### src/rtl/lis_pkg.sv
package lis_pkg;

  localparam int NUM_CPUS_DEF  = 32;
  localparam int NUM_BUSES_DEF = 16;

  localparam int CFG_W      = 32;
  localparam int CFG_IDX_W  = 2;
  localparam int BOOT_W     = 5;
  localparam int PRES_W     = 32;
  localparam int BUSP_W     = 16;
  localparam int OP_W       = 2;
  localparam int CPU_W      = 5;
  localparam int BUS_IDX_W  = 4;
  localparam int TGT_ID_W   = 8;
  localparam int TGT_SHIFT  = 3;

  typedef enum logic [OP_W-1:0] {
    OP_DISTRIBUTE = 2'd0,
    OP_DISABLE    = 2'd1,
    OP_ENABLE     = 2'd2
  } op_e;

  typedef enum logic [CFG_IDX_W-1:0] {
    REG_BOOT_CPU       = 2'd0,
    REG_CPU_PRESENT    = 2'd1,
    REG_BOOTBUS_OWNERS = 2'd2,
    REG_BUS_PRESENT    = 2'd3
  } reg_e;

  typedef struct packed {
    logic clear;
    logic sample;
    logic elig;
  } pick_ctl_t;

  typedef struct packed {
    logic                 kind;
    logic [BUS_IDX_W-1:0] bus_index;
    logic [CPU_W-1:0]     target_cpu;
    logic [TGT_ID_W-1:0]  target_id;
    logic                 busy_res;
    logic                 no_target;
    logic [CPU_W-1:0]     last_active;
    logic                 last;
  } res_item_t;

endpackage

### src/rtl/lis_load_ram.sv
module lis_load_ram #(
  parameter int DEPTH = lis_pkg::NUM_CPUS_DEF,
  parameter int DW    = 21
) (
  input  logic                     clk_i,
  input  logic                     rst_ni,
  input  logic                     clr_all_i,
  input  logic                     we_i,
  input  logic [$clog2(DEPTH)-1:0] waddr_i,
  input  logic [DW-1:0]            wdata_i,
  input  logic [$clog2(DEPTH)-1:0] raddr_i,
  output logic [DW-1:0]            rdata_o
);

  logic [DW-1:0]    mem [DEPTH];
  logic [DEPTH-1:0] vld_q;
  logic [DW-1:0]    rdata_q;
  logic             rvld_q;

  // valid bits: an entry never written since the last clear reads as zero
  always_ff @(posedge clk_i or negedge rst_ni) begin
    if (!rst_ni) begin
      vld_q  <= '0;
      rvld_q <= 1'b0;
    end else begin
      rvld_q <= vld_q[raddr_i];
      if (clr_all_i) begin
        vld_q <= '0;
      end else if (we_i) begin
        vld_q[waddr_i] <= 1'b1;
      end
    end
  end

  always_ff @(posedge clk_i) begin
    if (we_i) begin
      mem[waddr_i] <= wdata_i;
    end
    rdata_q <= mem[raddr_i];
  end

  assign rdata_o = rvld_q ? rdata_q : '0;

endmodule

### src/rtl/lis_pick_unit.sv
module lis_pick_unit #(
  parameter int CW    = 5,
  parameter int CNTW  = 5,
  parameter int NBUS  = lis_pkg::NUM_BUSES_DEF
) (
  input  logic              clk_i,
  input  logic              rst_ni,
  input  lis_pkg::pick_ctl_t ctl_i,
  input  logic [CW-1:0]     idx_i,
  input  logic [CNTW-1:0]   ent_cnt_i,
  input  logic [NBUS-1:0]   ent_mask_i,
  output logic              found_o,
  output logic [CW-1:0]     best_idx_o,
  output logic [CNTW-1:0]   best_cnt_o,
  output logic [NBUS-1:0]   best_mask_o
);

  logic            smp_q;
  logic            elig_q;
  logic            found_q;
  logic [CW-1:0]   idx_q;
  logic [CW-1:0]   best_idx_q;
  logic [CNTW-1:0] best_cnt_q;
  logic [NBUS-1:0] best_mask_q;
  logic            take;

  // strictly smaller count wins, so the first candidate in scan order keeps ties
  assign take = smp_q && elig_q && (!found_q || (ent_cnt_i < best_cnt_q));

  always_ff @(posedge clk_i or negedge rst_ni) begin
    if (!rst_ni) begin
      smp_q   <= 1'b0;
      elig_q  <= 1'b0;
      found_q <= 1'b0;
    end else if (ctl_i.clear) begin
      smp_q   <= 1'b0;
      elig_q  <= 1'b0;
      found_q <= 1'b0;
    end else begin
      smp_q  <= ctl_i.sample;
      elig_q <= ctl_i.elig;
      if (take) begin
        found_q <= 1'b1;
      end
    end
  end

  always_ff @(posedge clk_i) begin
    idx_q <= idx_i;
    if (take) begin
      best_idx_q  <= idx_q;
      best_cnt_q  <= ent_cnt_i;
      best_mask_q <= ent_mask_i;
    end
  end

  assign found_o     = found_q;
  assign best_idx_o  = best_idx_q;
  assign best_cnt_o  = best_cnt_q;
  assign best_mask_o = best_mask_q;

endmodule

### src/rtl/lis_out_reg.sv
module lis_out_reg (
  input  logic               clk_i,
  input  logic               rst_ni,
  input  logic               load_i,
  input  lis_pkg::res_item_t item_i,
  input  logic               ready_i,
  output logic               valid_o,
  output lis_pkg::res_item_t item_o,
  output logic               free_o
);

  logic               valid_q;
  lis_pkg::res_item_t item_q;

  assign free_o = !valid_q || ready_i;

  always_ff @(posedge clk_i or negedge rst_ni) begin
    if (!rst_ni) begin
      valid_q <= 1'b0;
    end else if (free_o) begin
      valid_q <= load_i;
    end
  end

  always_ff @(posedge clk_i) begin
    if (free_o && load_i) begin
      item_q <= item_i;
    end
  end

  assign valid_o = valid_q;
  assign item_o  = item_q;

endmodule

### src/rtl/least_loaded_interrupt_steering_unit.sv
// Sequence: an ignored operation (unused code or processor out of range) goes straight to
// its status transfer. Distribute and enable walk all NUM_BUSES bus slots; each bus to
// assign scans the load table (one load-table entry per cycle), then takes a compare stage
// and a write-back, and the status item closes the operation; disable, when it drops the
// highest active, first walks down for the next lower one, then reads the owned mask.
// Throughput: one operation at a time; a waiting result holds the
// sequencer. Reset is asynchronous, active low: registers take their reset values and the
// load table reads as zero through cleared valid bits, no sweep.
module least_loaded_interrupt_steering_unit #(
  parameter int NUM_CPUS  = lis_pkg::NUM_CPUS_DEF,
  parameter int NUM_BUSES = lis_pkg::NUM_BUSES_DEF
) (
  input  logic                          clk_i,
  input  logic                          rst_ni,
  // configuration write port
  input  logic                          cfg_we_i,
  input  logic [lis_pkg::CFG_IDX_W-1:0] cfg_idx_i,
  input  logic [lis_pkg::CFG_W-1:0]     cfg_wdata_i,
  // operation channel
  input  logic                          in_valid_i,
  output logic                          in_ready_o,
  input  logic [lis_pkg::OP_W-1:0]      operation_i,
  input  logic [lis_pkg::CPU_W-1:0]     proc_idx_i,
  // result channel
  output logic                          out_valid_o,
  input  logic                          out_ready_i,
  output logic                          kind_o,
  output logic [lis_pkg::BUS_IDX_W-1:0] bus_index_o,
  output logic [lis_pkg::CPU_W-1:0]     target_cpu_o,
  output logic [lis_pkg::TGT_ID_W-1:0]  target_id_o,
  output logic                          busy_res_o,
  output logic                          no_target_o,
  output logic [lis_pkg::CPU_W-1:0]     last_active_o,
  output logic                          last_o
);

  localparam int CW   = $clog2(NUM_CPUS);
  localparam int BW   = (NUM_BUSES > 1) ? $clog2(NUM_BUSES) : 1;
  localparam int CNTW = $clog2(NUM_BUSES + 1);
  localparam int DW   = CNTW + NUM_BUSES;
  localparam int HW   = ((CW > lis_pkg::BOOT_W) ? CW : lis_pkg::BOOT_W) + 1;

  typedef enum logic [8:0] {
    S_IDLE     = 9'b000000001,
    S_HIGH     = 9'b000000010,
    S_OWN_RD   = 9'b000000100,
    S_OWN_WT   = 9'b000001000,
    S_BUS      = 9'b000010000,
    S_SCAN     = 9'b000100000,
    S_SCAN_END = 9'b001000000,
    S_ASSIGN   = 9'b010000000,
    S_STATUS   = 9'b100000000
  } state_e;

  // a scan that would start past the last processor starts at processor 0
  function automatic logic [CW-1:0] norm_hint(input logic [HW-1:0] raw);
    logic [CW-1:0] res;
    if (raw >= HW'(NUM_CPUS)) begin
      res = '0;
    end else begin
      res = CW'(raw);
    end
    return res;
  endfunction

  state_e state_q, state_d;

  // configuration registers
  logic [lis_pkg::BOOT_W-1:0] boot_q;
  logic [lis_pkg::PRES_W-1:0] pres_q;
  logic [lis_pkg::PRES_W-1:0] own_q;
  logic [lis_pkg::BUSP_W-1:0] busp_q;

  // architectural state besides the load table
  logic [NUM_CPUS-1:0]       en_q, en_d;
  logic [lis_pkg::CPU_W-1:0] high_q, high_d;

  // per-operation working registers
  logic                 dis_q, dis_d;
  logic                 busy_q, busy_d;
  logic [CW-1:0]        cp_q, cp_d;
  logic [CW-1:0]        hscan_q, hscan_d;
  logic [NUM_BUSES-1:0] walk_q, walk_d;
  logic [BW-1:0]        bus_q, bus_d;
  logic [CW-1:0]        k_q, k_d;
  logic [CW-1:0]        hint_q, hint_d;

  logic [NUM_CPUS-1:0]  pres_ext;
  logic [NUM_CPUS-1:0]  elig_vec;
  logic [NUM_BUSES-1:0] bus_vec;
  logic [CW:0]          scan_sum;
  logic [CW-1:0]        scan_idx;
  logic [CW-1:0]        hscan_m1;
  logic [CW-1:0]        cp_idx;
  logic                 in_rng;
  logic                 bus_last;
  logic                 k_last;

  logic                 ram_clr;
  logic                 ram_we;
  logic [CW-1:0]        ram_waddr;
  logic [DW-1:0]        ram_wdata;
  logic [CW-1:0]        ram_raddr;
  logic [DW-1:0]        ram_rdata;
  logic [CNTW-1:0]      ram_cnt;
  logic [NUM_BUSES-1:0] ram_mask;

  lis_pkg::pick_ctl_t   pk_ctl;
  logic                 pk_found;
  logic [CW-1:0]        pk_idx;
  logic [CNTW-1:0]      pk_cnt;
  logic [NUM_BUSES-1:0] pk_mask;

  logic                 out_load;
  logic                 out_free;
  lis_pkg::res_item_t   out_item;
  lis_pkg::res_item_t   res_q;

  // processor slots beyond the present register never exist; likewise bus slots
  for (genvar j = 0; j < NUM_CPUS; j++) begin : g_pres
    if (j < lis_pkg::PRES_W) begin : g_in
      assign pres_ext[j] = pres_q[j];
    end else begin : g_out
      assign pres_ext[j] = 1'b0;
    end
  end

  for (genvar j = 0; j < NUM_BUSES; j++) begin : g_bus
    if (j < lis_pkg::BUSP_W) begin : g_in
      assign bus_vec[j] = busp_q[j];
    end else begin : g_out
      assign bus_vec[j] = 1'b0;
    end
  end

  assign elig_vec = pres_ext & en_q;

  // circular scan position: hint plus step, folded once
  assign scan_sum = {1'b0, hint_q} + {1'b0, k_q};
  assign scan_idx = (scan_sum >= (CW+1)'(NUM_CPUS)) ? CW'(scan_sum - (CW+1)'(NUM_CPUS))
                                                     : CW'(scan_sum);

  assign hscan_m1 = hscan_q - CW'(1);
  assign cp_idx   = CW'(proc_idx_i);
  assign in_rng   = (32'(proc_idx_i) < NUM_CPUS);
  assign bus_last = (bus_q == BW'(NUM_BUSES - 1));
  assign k_last   = (k_q == CW'(NUM_CPUS - 1));

  assign ram_cnt  = ram_rdata[DW-1 -: CNTW];
  assign ram_mask = ram_rdata[NUM_BUSES-1:0];

  assign in_ready_o = (state_q == S_IDLE);

  always_comb begin
    state_d   = state_q;
    en_d      = en_q;
    high_d    = high_q;
    dis_d     = dis_q;
    busy_d    = busy_q;
    cp_d      = cp_q;
    hscan_d   = hscan_q;
    walk_d    = walk_q;
    bus_d     = bus_q;
    k_d       = k_q;
    hint_d    = hint_q;
    ram_clr   = 1'b0;
    ram_we    = 1'b0;
    ram_waddr = cp_q;
    ram_wdata = '0;
    ram_raddr = scan_idx;
    pk_ctl    = '0;
    out_load  = 1'b0;
    out_item  = '0;

    unique case (state_q)
      S_IDLE: begin
        if (in_valid_i) begin
          busy_d  = 1'b0;
          dis_d   = 1'b0;
          bus_d   = '0;
          walk_d  = bus_vec;
          cp_d    = cp_idx;
          hscan_d = cp_idx;
          hint_d  = norm_hint(HW'(boot_q) + HW'(1));
          case (operation_i)
            lis_pkg::OP_DISTRIBUTE: begin
              state_d = S_BUS;
            end
            lis_pkg::OP_ENABLE: begin
              if (in_rng) begin
                // enable wipes the table and redistributes from scratch
                en_d[cp_idx] = 1'b1;
                ram_clr      = 1'b1;
                if (proc_idx_i > high_q) begin
                  high_d = proc_idx_i;
                end
                state_d = S_BUS;
              end else begin
                state_d = S_STATUS;
              end
            end
            lis_pkg::OP_DISABLE: begin
              if (in_rng) begin
                en_d[cp_idx] = 1'b0;
                dis_d        = 1'b1;
                busy_d       = (proc_idx_i == boot_q) || own_q[proc_idx_i];
                state_d      = (proc_idx_i == high_q) ? S_HIGH : S_OWN_RD;
              end else begin
                state_d = S_STATUS;
              end
            end
            default: begin
              state_d = S_STATUS;
            end
          endcase
        end
      end
      S_HIGH: begin
        // walk down for the next lower eligible processor; keep the old value if none
        if (hscan_q == '0) begin
          state_d = S_OWN_RD;
        end else begin
          hscan_d = hscan_m1;
          if (elig_vec[hscan_m1]) begin
            high_d  = lis_pkg::CPU_W'(hscan_m1);
            state_d = S_OWN_RD;
          end
        end
      end
      S_OWN_RD: begin
        ram_raddr = cp_q;
        state_d   = S_OWN_WT;
      end
      S_OWN_WT: begin
        // take the owned mask and clear the entry; the processor is no longer eligible
        walk_d  = ram_mask;
        ram_we  = 1'b1;
        hint_d  = norm_hint(HW'(cp_q) + HW'(1));
        bus_d   = '0;
        state_d = S_BUS;
      end
      S_BUS: begin
        if (walk_q[bus_q]) begin
          pk_ctl.clear = 1'b1;
          k_d          = '0;
          state_d      = S_SCAN;
        end else if (bus_last) begin
          state_d = S_STATUS;
        end else begin
          bus_d = bus_q + BW'(1);
        end
      end
      S_SCAN: begin
        pk_ctl.sample = 1'b1;
        pk_ctl.elig   = elig_vec[scan_idx];
        k_d           = k_q + CW'(1);
        if (k_last) begin
          state_d = S_SCAN_END;
        end
      end
      S_SCAN_END: begin
        // last entry still in the compare stage
        state_d = S_ASSIGN;
      end
      S_ASSIGN: begin
        if (out_free) begin
          out_load             = 1'b1;
          out_item.kind        = 1'b0;
          out_item.bus_index   = lis_pkg::BUS_IDX_W'(bus_q);
          out_item.no_target   = !pk_found;
          out_item.last_active = high_q;
          if (pk_found) begin
            out_item.target_cpu = lis_pkg::CPU_W'(pk_idx);
            out_item.target_id  = lis_pkg::TGT_ID_W'(pk_idx) << lis_pkg::TGT_SHIFT;
            ram_we              = 1'b1;
            ram_waddr           = pk_idx;
            ram_wdata           = {pk_cnt + CNTW'(!pk_mask[bus_q]),
                                   pk_mask | (NUM_BUSES'(1) << bus_q)};
            // distribute and enable advance past each winner; disable rescans from the same hint
            if (!dis_q) begin
              hint_d = norm_hint(HW'(pk_idx) + HW'(1));
            end
          end
          if (bus_last) begin
            state_d = S_STATUS;
          end else begin
            bus_d   = bus_q + BW'(1);
            state_d = S_BUS;
          end
        end
      end
      S_STATUS: begin
        if (out_free) begin
          out_load             = 1'b1;
          out_item.kind        = 1'b1;
          out_item.busy_res    = busy_q;
          out_item.last_active = high_q;
          out_item.last        = 1'b1;
          state_d              = S_IDLE;
        end
      end
      default: begin
        state_d = S_IDLE;
      end
    endcase
  end

  // configuration writes are taken in any state; write only while idle
  always_ff @(posedge clk_i or negedge rst_ni) begin
    if (!rst_ni) begin
      boot_q <= '0;
      pres_q <= lis_pkg::PRES_W'(1);
      own_q  <= '0;
      busp_q <= lis_pkg::BUSP_W'(1);
    end else if (cfg_we_i) begin
      unique case (cfg_idx_i)
        lis_pkg::REG_BOOT_CPU:       boot_q <= cfg_wdata_i[lis_pkg::BOOT_W-1:0];
        lis_pkg::REG_CPU_PRESENT:    pres_q <= cfg_wdata_i[lis_pkg::PRES_W-1:0];
        lis_pkg::REG_BOOTBUS_OWNERS: own_q  <= cfg_wdata_i[lis_pkg::PRES_W-1:0];
        lis_pkg::REG_BUS_PRESENT:    busp_q <= cfg_wdata_i[lis_pkg::BUSP_W-1:0];
        default: ;
      endcase
    end
  end

  always_ff @(posedge clk_i or negedge rst_ni) begin
    if (!rst_ni) begin
      state_q <= S_IDLE;
      en_q    <= NUM_CPUS'(1);
      high_q  <= '0;
      dis_q   <= 1'b0;
      busy_q  <= 1'b0;
    end else begin
      state_q <= state_d;
      en_q    <= en_d;
      high_q  <= high_d;
      dis_q   <= dis_d;
      busy_q  <= busy_d;
    end
  end

  always_ff @(posedge clk_i) begin
    cp_q    <= cp_d;
    hscan_q <= hscan_d;
    walk_q  <= walk_d;
    bus_q   <= bus_d;
    k_q     <= k_d;
    hint_q  <= hint_d;
  end

  lis_load_ram #(
    .DEPTH (NUM_CPUS),
    .DW    (DW)
  ) u_ram (
    .clk_i     (clk_i),
    .rst_ni    (rst_ni),
    .clr_all_i (ram_clr),
    .we_i      (ram_we),
    .waddr_i   (ram_waddr),
    .wdata_i   (ram_wdata),
    .raddr_i   (ram_raddr),
    .rdata_o   (ram_rdata)
  );

  lis_pick_unit #(
    .CW   (CW),
    .CNTW (CNTW),
    .NBUS (NUM_BUSES)
  ) u_pick (
    .clk_i       (clk_i),
    .rst_ni      (rst_ni),
    .ctl_i       (pk_ctl),
    .idx_i       (scan_idx),
    .ent_cnt_i   (ram_cnt),
    .ent_mask_i  (ram_mask),
    .found_o     (pk_found),
    .best_idx_o  (pk_idx),
    .best_cnt_o  (pk_cnt),
    .best_mask_o (pk_mask)
  );

  lis_out_reg u_out (
    .clk_i   (clk_i),
    .rst_ni  (rst_ni),
    .load_i  (out_load),
    .item_i  (out_item),
    .ready_i (out_ready_i),
    .valid_o (out_valid_o),
    .item_o  (res_q),
    .free_o  (out_free)
  );

  assign kind_o        = res_q.kind;
  assign bus_index_o   = res_q.bus_index;
  assign target_cpu_o  = res_q.target_cpu;
  assign target_id_o   = res_q.target_id;
  assign busy_res_o    = res_q.busy_res;
  assign no_target_o   = res_q.no_target;
  assign last_active_o = res_q.last_active;
  assign last_o        = res_q.last;

endmodule

### config.mk
export PLATFORM = sky130hd
export DESIGN_NAME = least_loaded_interrupt_steering_unit
export DESIGN_NICKNAME = d
export VERILOG_FILES = /design/src/rtl/lis_pkg.sv /design/src/rtl/lis_load_ram.sv /design/src/rtl/lis_pick_unit.sv /design/src/rtl/lis_out_reg.sv /design/src/rtl/least_loaded_interrupt_steering_unit.sv
export SDC_FILE = /design/constraint.sdc
export NUM_CORES = 1
export LEC_CHECK = 0
export BUFFER_PORTS_ARGS = -buffer_cell sky130_fd_sc_hd__buf_4
export CAP_MARGIN = 5
export CORE_UTILIZATION = 63
export CTS_BUF_LIST = sky130_fd_sc_hd__clkbuf_16
export DETAILED_ROUTE_END_ITERATION = 7
export PLACE_DENSITY = 0.86
export SETUP_SLACK_MARGIN = 0.02
export SYNTH_ARGS = -nofsm -noshare
export SYNTH_HDL_FRONTEND = slang
export SYNTH_HIERARCHICAL = 1
export SYNTH_SLANG_ARGS = --single-unit
### constraint.sdc
create_clock -name clk_i -period 4.6 [get_ports clk_i]
set_clock_uncertainty 0.2 [all_clocks]
set_input_delay 0.23 -clock clk_i [delete_from_list [all_inputs] [get_ports clk_i]]
set_output_delay 0.23 -clock clk_i [all_outputs]
set_load 0.03 [all_outputs]
==> results.txt <==
outcome: finished, violations left
failing checks: hold timing
Worst Tran Pin Value: 0.968 ns
average wire per standard cell: 26.1 um
hold_buf cts: 45
Avg Cell Area, Syn: 15.5 um2
routed vias: 23942
peak supply drop: 0.000912 V
Post-Route WL: 95600 um
Yosys reg bits: 960
DR DRC count: 0
Buf+Inv Stages, Crit Path: 1
r2r startpoint: state_q[6]
CORE AREA: 61900 um2
most common cell after layout, fill and taps aside: edfxtp_1
initial DRC count: 2818
final setup fails: 0
fmax: 240 MHz
Num CTS Buffers: 93
Tcrit/Tclk final: 0.907
Worst path top cell family by delay: simple AND/OR/NAND/NOR gates
R2R cell count: 10
CTS clk-pin slew, worst paths: 0.06 ns
Worst Path Required: 4.90 ns
IO buf count: 73
first-pass GRT wire length: 145000 um
CTS Root Cell: clkbuf_16
Die Span X: 253 um
critical path, cell by cell: or4_1, nor4_2, and3b_1, mux2_8, buf_4, mux2i_1, a22o_1, nor3_1, a31oi_1, nand3_1
Worst Hold Class: in -> async
Routed Antenna Nets: 0
startpoint types: flop
Post-synth top flop: edfxtp_1
pin count of the biggest net entering global routing: 88
routability cong.: 0.930
Synth Cell Area: 39700 um2
CP endpoint kind: flop
pre-CTS setup slack: 0.579 ns
later-pin clock latency in the skew report: 0.64 ns
Max Cap Viol: 0
grt ovf: 0
CTS H-tree lvls: 3
fin crit period: 4.17 ns
postcts setup bufs: 0
synthesis warning total: 6
Die Y: 253 um
CP arrival: 4.47 ns
Clock Path Buffers: 3
r2r endpoint: u_ram/rvld_q
Post-synth EDFFs: 764
vias per std cell: 6.53
total track usage: 0.303
Max FO, Critical Path: 65
share of layout cells above drive strength 1: 0.173
vias in the first global route: 24366
Mapped Cells: 2557
initial antenna violation count: 2
CTS tree: built
post-route setup TNS: 0 ns
first-pass detailed-route iteration total: 8
DP HPWL: 58600 um
Synth cell types: 70
WS Path Type: reg -> reg
Initial Utilization: 0.641
share of the synthesized area in the top cell type: 0.578
Layout Nets: 2827
most frequent cells in the layout: 764 x edfxtp_1, 355 x mux2i_1, 172 x buf_4, 166 x dfrtp_1, 126 x nor2_1
critical path's largest stage delay: 0.74 ns
Final Hold Fails: 2
# rows: 91
WHS: -0.00161 ns
cell taking the most area after synthesis: edfxtp_1
Post-CTS Resized: 0
P_leak: 18.5 nW
Area contributors post-synth: edfxtp_1 58%, dfrtp_1 10%, mux2i_1 9.0%, mux2_2 2.5%, a22oi_1 1.7%
reg2reg setup slack: 0.43 ns
fin worst setup slack: 0.426 ns
Slew Limit Fails: 0
Clock Sinks: 960
ys async rst share: 0.177
relative slew slack: 0.353
Worst path slowest cell: mux2_8
# diodes: 0
Top Ports: 74
RSZ-0062 raised after global routing: no
pwr dens: 658 nW/um2
sequential-to-total area share from yosys stat: 0.699
die area: 64000 um2
area delta synth->final: 13.6%
==> metrics by stage <==
stage           util  std cells  cell area, um2  total power [mW]
2_1_floorplan      -       2559           39700              18.7
3_3_place_gp   0.672       3446           41600              21.5
3_5_place_dp   0.672       3446           41600              21.8
4_1_cts        0.727       3665           45100              29.4
5_1_grt        0.727       3665           45100              30.6
6_report       0.727       3665           45100              29.6
==> flip-flops by register name (all words and copies together) (netlist names), 9 cells and up, named ones only <==
register,flops
bus_vec,16
state_q,9
u_pick/best_mask_o,16
u_ram/vld_q,32
walk_q,16
u_out/item_o,26
pres_ext,32
u_ram/rdata_q,21
own_q,32
u_ram/mem,672
==> how the worst max path moves through the flow <==
stage                           from                to  slack [ns]  depth (start not counted)
final                     state_q[6]      u_ram/rvld_q        0.43                         10
after global routing      state_q[6]      u_ram/rvld_q        0.35                         10
after detailed placement  state_q[6]  u_ram/rdata_q[3]        0.58                         10
after floorplan           state_q[1]  u_ram/mem[28][0]        0.45                          9
after global placement    state_q[6]  u_ram/rdata_q[0]        0.73                         10
after CTS                 state_q[6]      u_ram/rvld_q        0.51                         10
==> layer usage <==
metal,part of all wire,GRT usage
met1,0.36,0.383
met2,0.50,0.515
met3,0.098,0.0563
met4,0.037,0.126
met5,0,0
==> cells by family (layout without fill, tap and decap cells) <==
kind of cell / Yosys count / in the layout / synth area share
mux: 493 / 493 / 0.136
simple gates: 499 / 499 / 0.0614
buf+inv: 166 / 435 / 0.0230
other cells: 1 / 3 / 0.0000945
compound gates: 381 / 381 / 0.0648
fa+ha+maj: 32 / 32 / 0.0103
flops: 960 / 960 / 0.699
xor+xnor: 25 / 25 / 0.00552
==> power breakdown <==
group	switching, mW	leakage (nW)	internal, mW
Clock	3.18	1.57	4.28
Combinational	7.22	5.94	4.51
Sequential	0.469	11.0	9.98
==> Yosys cell counts (27+ instances only) <==
cell type,number
o31ai_1,35
a31oi_1,28
mux2i_1,355
a21oi_1,84
nand3_1,83
nand2_1,93
mux2_2,89
ha_1,31
clkbuf_1,75
a22o_1,45
and2_1,30
o21ai_1,37
nor2_1,158
dfrtp_1,166
edfxtp_1,764
nand4_1,28
nor3_1,27
a22oi_1,91
==> area by class of cell <==
cell class,count,area [um2]
Sequential cell,960,27700
Fill cell,3545,16900
Multi-Input combinational cell,1433,11200
Clock buffer,96,2400
Timing Repair Buffer,230,1990
Tap cell,837,1050
Clock inverter,78,599
Inverter,31,116
Note: power is estimated with default switching activity, not from simulation.
